File: src/count_min_sketch_engine_macros.svh
// Assertion macros shared by the count-min sketch RTL.
`ifndef COUNT_MIN_SKETCH_ENGINE_MACROS_SVH
`define COUNT_MIN_SKETCH_ENGINE_MACROS_SVH

// Same-cycle implication, disabled while reset is held.
`define CMSE_ASSERT_NOW(label, ante, cons, msg) \
  label: assert property (@(posedge clk) disable iff (!rst_n) (ante) |-> (cons)) \
    else $error(msg);

// Next-cycle implication, disabled while reset is held.
`define CMSE_ASSERT_NEXT(label, ante, cons, msg) \
  label: assert property (@(posedge clk) disable iff (!rst_n) (ante) |=> (cons)) \
    else $error(msg);

`endif

File: src/cmse_pkg.sv
// Package: constants, codes and control structs of the count-min sketch.
`default_nettype none

package cmse_pkg;

  localparam int ROWS_DEF       = 4;
  localparam int COLUMNS_DEF    = 1024;
  localparam int COUNT_BITS_DEF = 32;

  localparam int KIND_W = 2;
  localparam int KEY_W  = 64;
  localparam int AMT_W  = 32;
  localparam int EST_W  = 32;

  // FNV-1a 64: prime is 2^40 + 0x1b3
  localparam logic [KEY_W-1:0] FNV_BASIS       = 64'hCBF2_9CE4_8422_2325;
  localparam int               FNV_PRIME_SHIFT = 40;
  localparam logic [8:0]       FNV_PRIME_LO    = 9'h1B3;

  localparam int KEY_BYTES = KEY_W / 8;
  localparam int STEP_W    = $clog2(KEY_BYTES);

  typedef enum logic [KIND_W-1:0] {
    KIND_INC = 2'd0,
    KIND_EST = 2'd1,
    KIND_CLR = 2'd2
  } kind_t;

  typedef struct packed {
    logic              load;
    logic              hash_init;
    logic              hash_step;
    logic              mod_step;
    logic              rd;
    logic              upd;
    logic              next_row;
    logic              out_load;
    logic              clr_step;
    logic [STEP_W-1:0] step;
  } cmd_t;

  typedef struct packed {
    logic [KIND_W-1:0] kind;
    logic              last_row;
    logic              clr_last;
    logic              out_valid;
  } sts_t;

endpackage

`default_nettype wire

File: src/cmse_ctrl.sv
// Controller: sequences hash, reduction, memory access and clear sweeps.
`default_nettype none
`include "count_min_sketch_engine_macros.svh"

module cmse_ctrl import cmse_pkg::*; (
  input  wire logic clk,
  input  wire logic rst_n,
  input  wire logic in_valid,
  output      logic in_ready,
  input  wire logic out_ready,
  output      cmd_t cmd,
  input  wire sts_t sts
);

  typedef enum logic [2:0] {
    S_CLEAR,
    S_IDLE,
    S_ROW,
    S_HASH,
    S_MOD,
    S_READ,
    S_UPD,
    S_DONE
  } state_t;

  state_t            state_r, state_nxt;
  logic [STEP_W-1:0] step_r;
  logic              in_ready_r;
  logic              step_last;

  assign step_last = (step_r == STEP_W'(KEY_BYTES - 1));

  always_comb begin
    state_nxt = state_r;
    cmd       = '0;
    cmd.step  = step_r;
    unique case (state_r)
      S_CLEAR: begin
        cmd.clr_step = 1'b1;
        if (sts.clr_last) state_nxt = S_IDLE;
      end
      S_IDLE: begin
        if (in_valid) begin
          cmd.load  = 1'b1;
          state_nxt = S_ROW;
        end
      end
      S_ROW: begin
        priority if (sts.kind == KIND_INC || sts.kind == KIND_EST) begin
          cmd.hash_init = 1'b1;
          state_nxt     = S_HASH;
        end else if (sts.kind == KIND_CLR) begin
          state_nxt = S_CLEAR;
        end else begin
          state_nxt = S_IDLE;
        end
      end
      S_HASH: begin
        cmd.hash_step = 1'b1;
        if (step_last) state_nxt = S_MOD;
      end
      S_MOD: begin
        cmd.mod_step = 1'b1;
        if (step_last) state_nxt = S_READ;
      end
      S_READ: begin
        cmd.rd    = 1'b1;
        state_nxt = S_UPD;
      end
      S_UPD: begin
        cmd.upd = 1'b1;
        if (!sts.last_row) begin
          cmd.next_row = 1'b1;
          state_nxt    = S_ROW;
        end else if (sts.kind == KIND_EST) begin
          state_nxt = S_DONE;
        end else begin
          state_nxt = S_IDLE;
        end
      end
      S_DONE: begin
        // hold until the output register is free
        if (!sts.out_valid || out_ready) begin
          cmd.out_load = 1'b1;
          state_nxt    = S_IDLE;
        end
      end
      default: state_nxt = S_IDLE;
    endcase
  end

  always_ff @(posedge clk) begin
    if (!rst_n) begin
      state_r    <= S_CLEAR;
      step_r     <= '0;
      in_ready_r <= 1'b0;
    end else begin
      state_r    <= state_nxt;
      in_ready_r <= (state_nxt == S_IDLE);
      if (cmd.hash_step || cmd.mod_step) begin
        step_r <= step_r + STEP_W'(1);
      end
    end
  end

  assign in_ready = in_ready_r;

  `CMSE_ASSERT_NEXT(a_accept_row, in_valid && in_ready, state_r == S_ROW,
                    "accepted transaction did not start")
  `CMSE_ASSERT_NEXT(a_hash_to_mod, (state_r == S_HASH) && step_last, state_r == S_MOD,
                    "hash rounds did not end after eight bytes")
  `CMSE_ASSERT_NOW(a_out_free, cmd.out_load, !sts.out_valid || out_ready,
                   "result loaded over a pending transaction")

endmodule

`default_nettype wire

File: config.mk
export PLATFORM = sky130hd
export DESIGN_NAME = cmse_ctrl
export DESIGN_NICKNAME = d
export VERILOG_FILES = /design/src/cmse_pkg.sv /design/src/cmse_ctrl.sv
export VERILOG_INCLUDE_DIRS = /design/src /design/src/src
export SDC_FILE = /design/constraint.sdc
export NUM_CORES = 1
export LEC_CHECK = 0
export ABC_CLOCK_PERIOD_IN_PS = 2700
export BUFFER_PORTS_ARGS = -buffer_cell sky130_fd_sc_hd__buf_2
export CAP_MARGIN = 40
export CORE_AREA = 2 2 39 41
export DETAILED_ROUTE_END_ITERATION = 12
export DIE_AREA = 0 0 41 43
export PLACE_DENSITY = 0.66
export SLEW_MARGIN = 40
export SYNTH_ARGS = -nofsm -noshare
export SYNTH_HDL_FRONTEND = slang
export SYNTH_SLANG_ARGS = --single-unit
File: constraint.sdc
create_clock -name clk -period 2.7 [get_ports clk]
set_input_delay 0.405 -clock clk [delete_from_list [all_inputs] [get_ports clk]]
set_output_delay 0.405 -clock clk [all_outputs]
set_load 0.1 [all_outputs]
==> impl_metrics.ini <==
[setup_path]
critical_path_class = reg -> out
crit_path_max_fanout = 12
worstReg2RegStart = state_r[2]
start_kind = register
reg2reg_depth = 4
arrival_ns = 1.74
reg2reg_setup_slack_ns = 1.17
critPathMaxStageDelay_ns = 0.58
crit_path_end_kind = output port
required_ns = 2.30
path_cells = inv_2 > nor4_2 > buf_2
r2r-end = step_r[0]
slowest_stage = dfxtp_1

[clock_network]
hold_buffers = 0
htreeDepth = 1
clock-root-buffer = clkbuf_4
cts_tree = done
cts_buffers = 3
cts_max_path_buffers = 2
cts_resized = 0
cts.sinks = 7
post_cts_buffers = 0
clkSlewWorstSetupHoldPaths_ns = 0.05
clk_latency_ns = 0.25

[detailed_routing]
drt_iter0_drc = 10
wl_per_cell_um = 11.2
drc = 0
routed_via_density = 5.00
drtPass1Iterations = 4
totalWireLength_mm = 1.06
postRouteAntennaNets = 0
via_count = 475

[floorplan]
pin_count = 22
die_x_um = 41
initial_core_util_pct = 35.5
placeableCoreArea_um2 = 1380
die_height_um = 43
dieArea_um2 = 1760
rows = 14

[logic_synthesis]
synth-edff-count = 0
ys_types = 33
yosysTopAreaCellShare_pct = 28.5
syn_area_per_cell_um2 = 8.48
synth_area_leader_cell = dfxtp_1
netlist_top_cells_area = dfxtp_1 (28%), mux2i_1 (6.1%), ha_1 (5.1%)
synth.ff_latch_count = 7
synthArstFlopShare_pct = 0
syn_area_um2 = 492
synthFlopType = dfxtp_1
ys_top_cells_by_count = dfxtp_1 (7), nor2_1 (4)
synth_fp_nets = 69
synth_cells = 58
yosysSeqAreaShare_pct = 28.5
yosysWarningCount = 0
yosysMostFrequentCell = dfxtp_1

[global_routing]
grt_pass1_wl_mm = 1.81
antenna_found_initial = 0
grt_max_degree = 17
grt_usage_pct = 14.9
grt_pass1_vias = 422
overflow = 0

[layout]
regArea_um2 = 140
multi_input_area_um2 = 339
fin_nets = 91
fillers = 136
instances_no_fill = 95
design_area_um2 = 642
insertedDiodeCount = 0
fin_util_pct = 46.4
drive_gt1_share_pct = 41.8
area_growth_pct = 30.5

[timing]
slew_headroom_pct = 60.6
fin_crit_ns = 2.15
max_clock_freq_mhz = 466
period_share_pct = 79.5
hold_violations = 0
finalClockSkew_ns = 0.00481
setup_viol_count_final = 0
final.setup.worst_slack_ns = 0.554
tightest_slew_ns = 0.590
rsz0062_at_grt = no
drv_slew = 0

[place]
dp.cells = 91
port_buffers = 21
gp_congestion = 0.704
dp_hpwl_um = 811
place_ws_ns = 0.821
place_area_um2 = 616

[min_path]
whs_endpoint = step_r[0]
holdPathStages = 2
hold_class = in -> reg
hold_path.startpoint = rst_n

[power]
power_uw = 317
p_leak_uw = 0.000310
ir_drop_mv = 0.222
p_per_area_nw_per_um2 = 493

[outcome]
status = finished clean

[job]
maxCapViolations = 0
==> critical path: cells and delay by family (launching register included) <==
kind	cells	cell delay [ns]
flip-flops	1	0.58
AND/OR/NAND/NOR	1	0.27
buffers and inverters	2	0.64
==> worst max path at each step <==
stage / startpoint / end / slack (ns) / cells after the start
floorplan: state_r[1] / cmd[10] / -0.07 / 3
global placement: state_r[1] / cmd[5] / 0.85 / 3
detailed placement: state_r[1] / cmd[5] / 0.82 / 3
CTS: state_r[1] / cmd[5] / 0.54 / 3
global route: state_r[1] / cmd[10] / 0.42 / 3
finish: state_r[1] / cmd[5] / 0.55 / 3
==> report_power, final <==
part,internal [µW],switching [µW]
combinational,25.4,75.7
clock,56.2,36.0
sequential,109,14.1
total,191,126
==> logic make-up (layout without fill, tap and decap cells) <==
logic type,after synthesis,count (layout),share of synthesized area [%]
AOI/OAI and AO/OA,12,12,16.5
DFF,7,7,28.5
muxes,3,3,6.11
and+or+nand+nor,26,26,33.8
adders and majority gates,2,2,5.09
buffers and inverters,7,28,8.14
xor gates and xnor gates,1,1,1.78
==> placed cells by master, fill, tap and decap left out, drive strengths merged <==
cell / n
buf: 21
dfxtp: 7
nor2: 4
o21ai: 4
clkbuf: 4
nor3: 3
nor4: 3
nor2b: 3
mux2i: 3
and2: 3
inv: 3
nand2: 2
a21oi: 2
ha: 2
and3b: 1
nor3b: 1
and4: 1
or2: 1
xor2: 1
nand2b: 1
nand3b: 1
nand4bb: 1
a21o: 1
o41ai: 1
nand3: 1
a32oi: 1
o211a: 1
o22ai: 1
a221o: 1
==> through the flow <==
step / hold WS [ns] / setup TNS [ns]
5_1_grt: 0.421 / 0
2_1_floorplan: 0.527 / -0.140
3_3_place_gp: 0.525 / 0
6_report: 0.427 / 0
4_1_cts: 0.422 / 0
3_5_place_dp: 0.539 / 0
==> cell type report <==
cell class,count,share of cell area (%)
Inverter,3,1.75
Tap cell,16,3.12
Multi-Input combinational cell,44,52.8
Clock buffer,4,4.09
Sequential cell,7,21.8
Timing Repair Buffer,21,16.4
==> state kept, by name, summed over array words and instances, names as in the netlist <==
signal	count
in_ready	1
state_r	3
step_r	3
==> metal layers <==
layer / wire, µm / GRT usage, % / vias to the layer above
met5: 0 / 0 / -
met4: 0 / 6.00 / 0
met3: 43 / 4.71 / 0
met2: 508 / 19.4 / 7
met1: 509 / 22.1 / 216
li1: - / - / 252
Note: power is estimated with default switching activity, not from simulation.
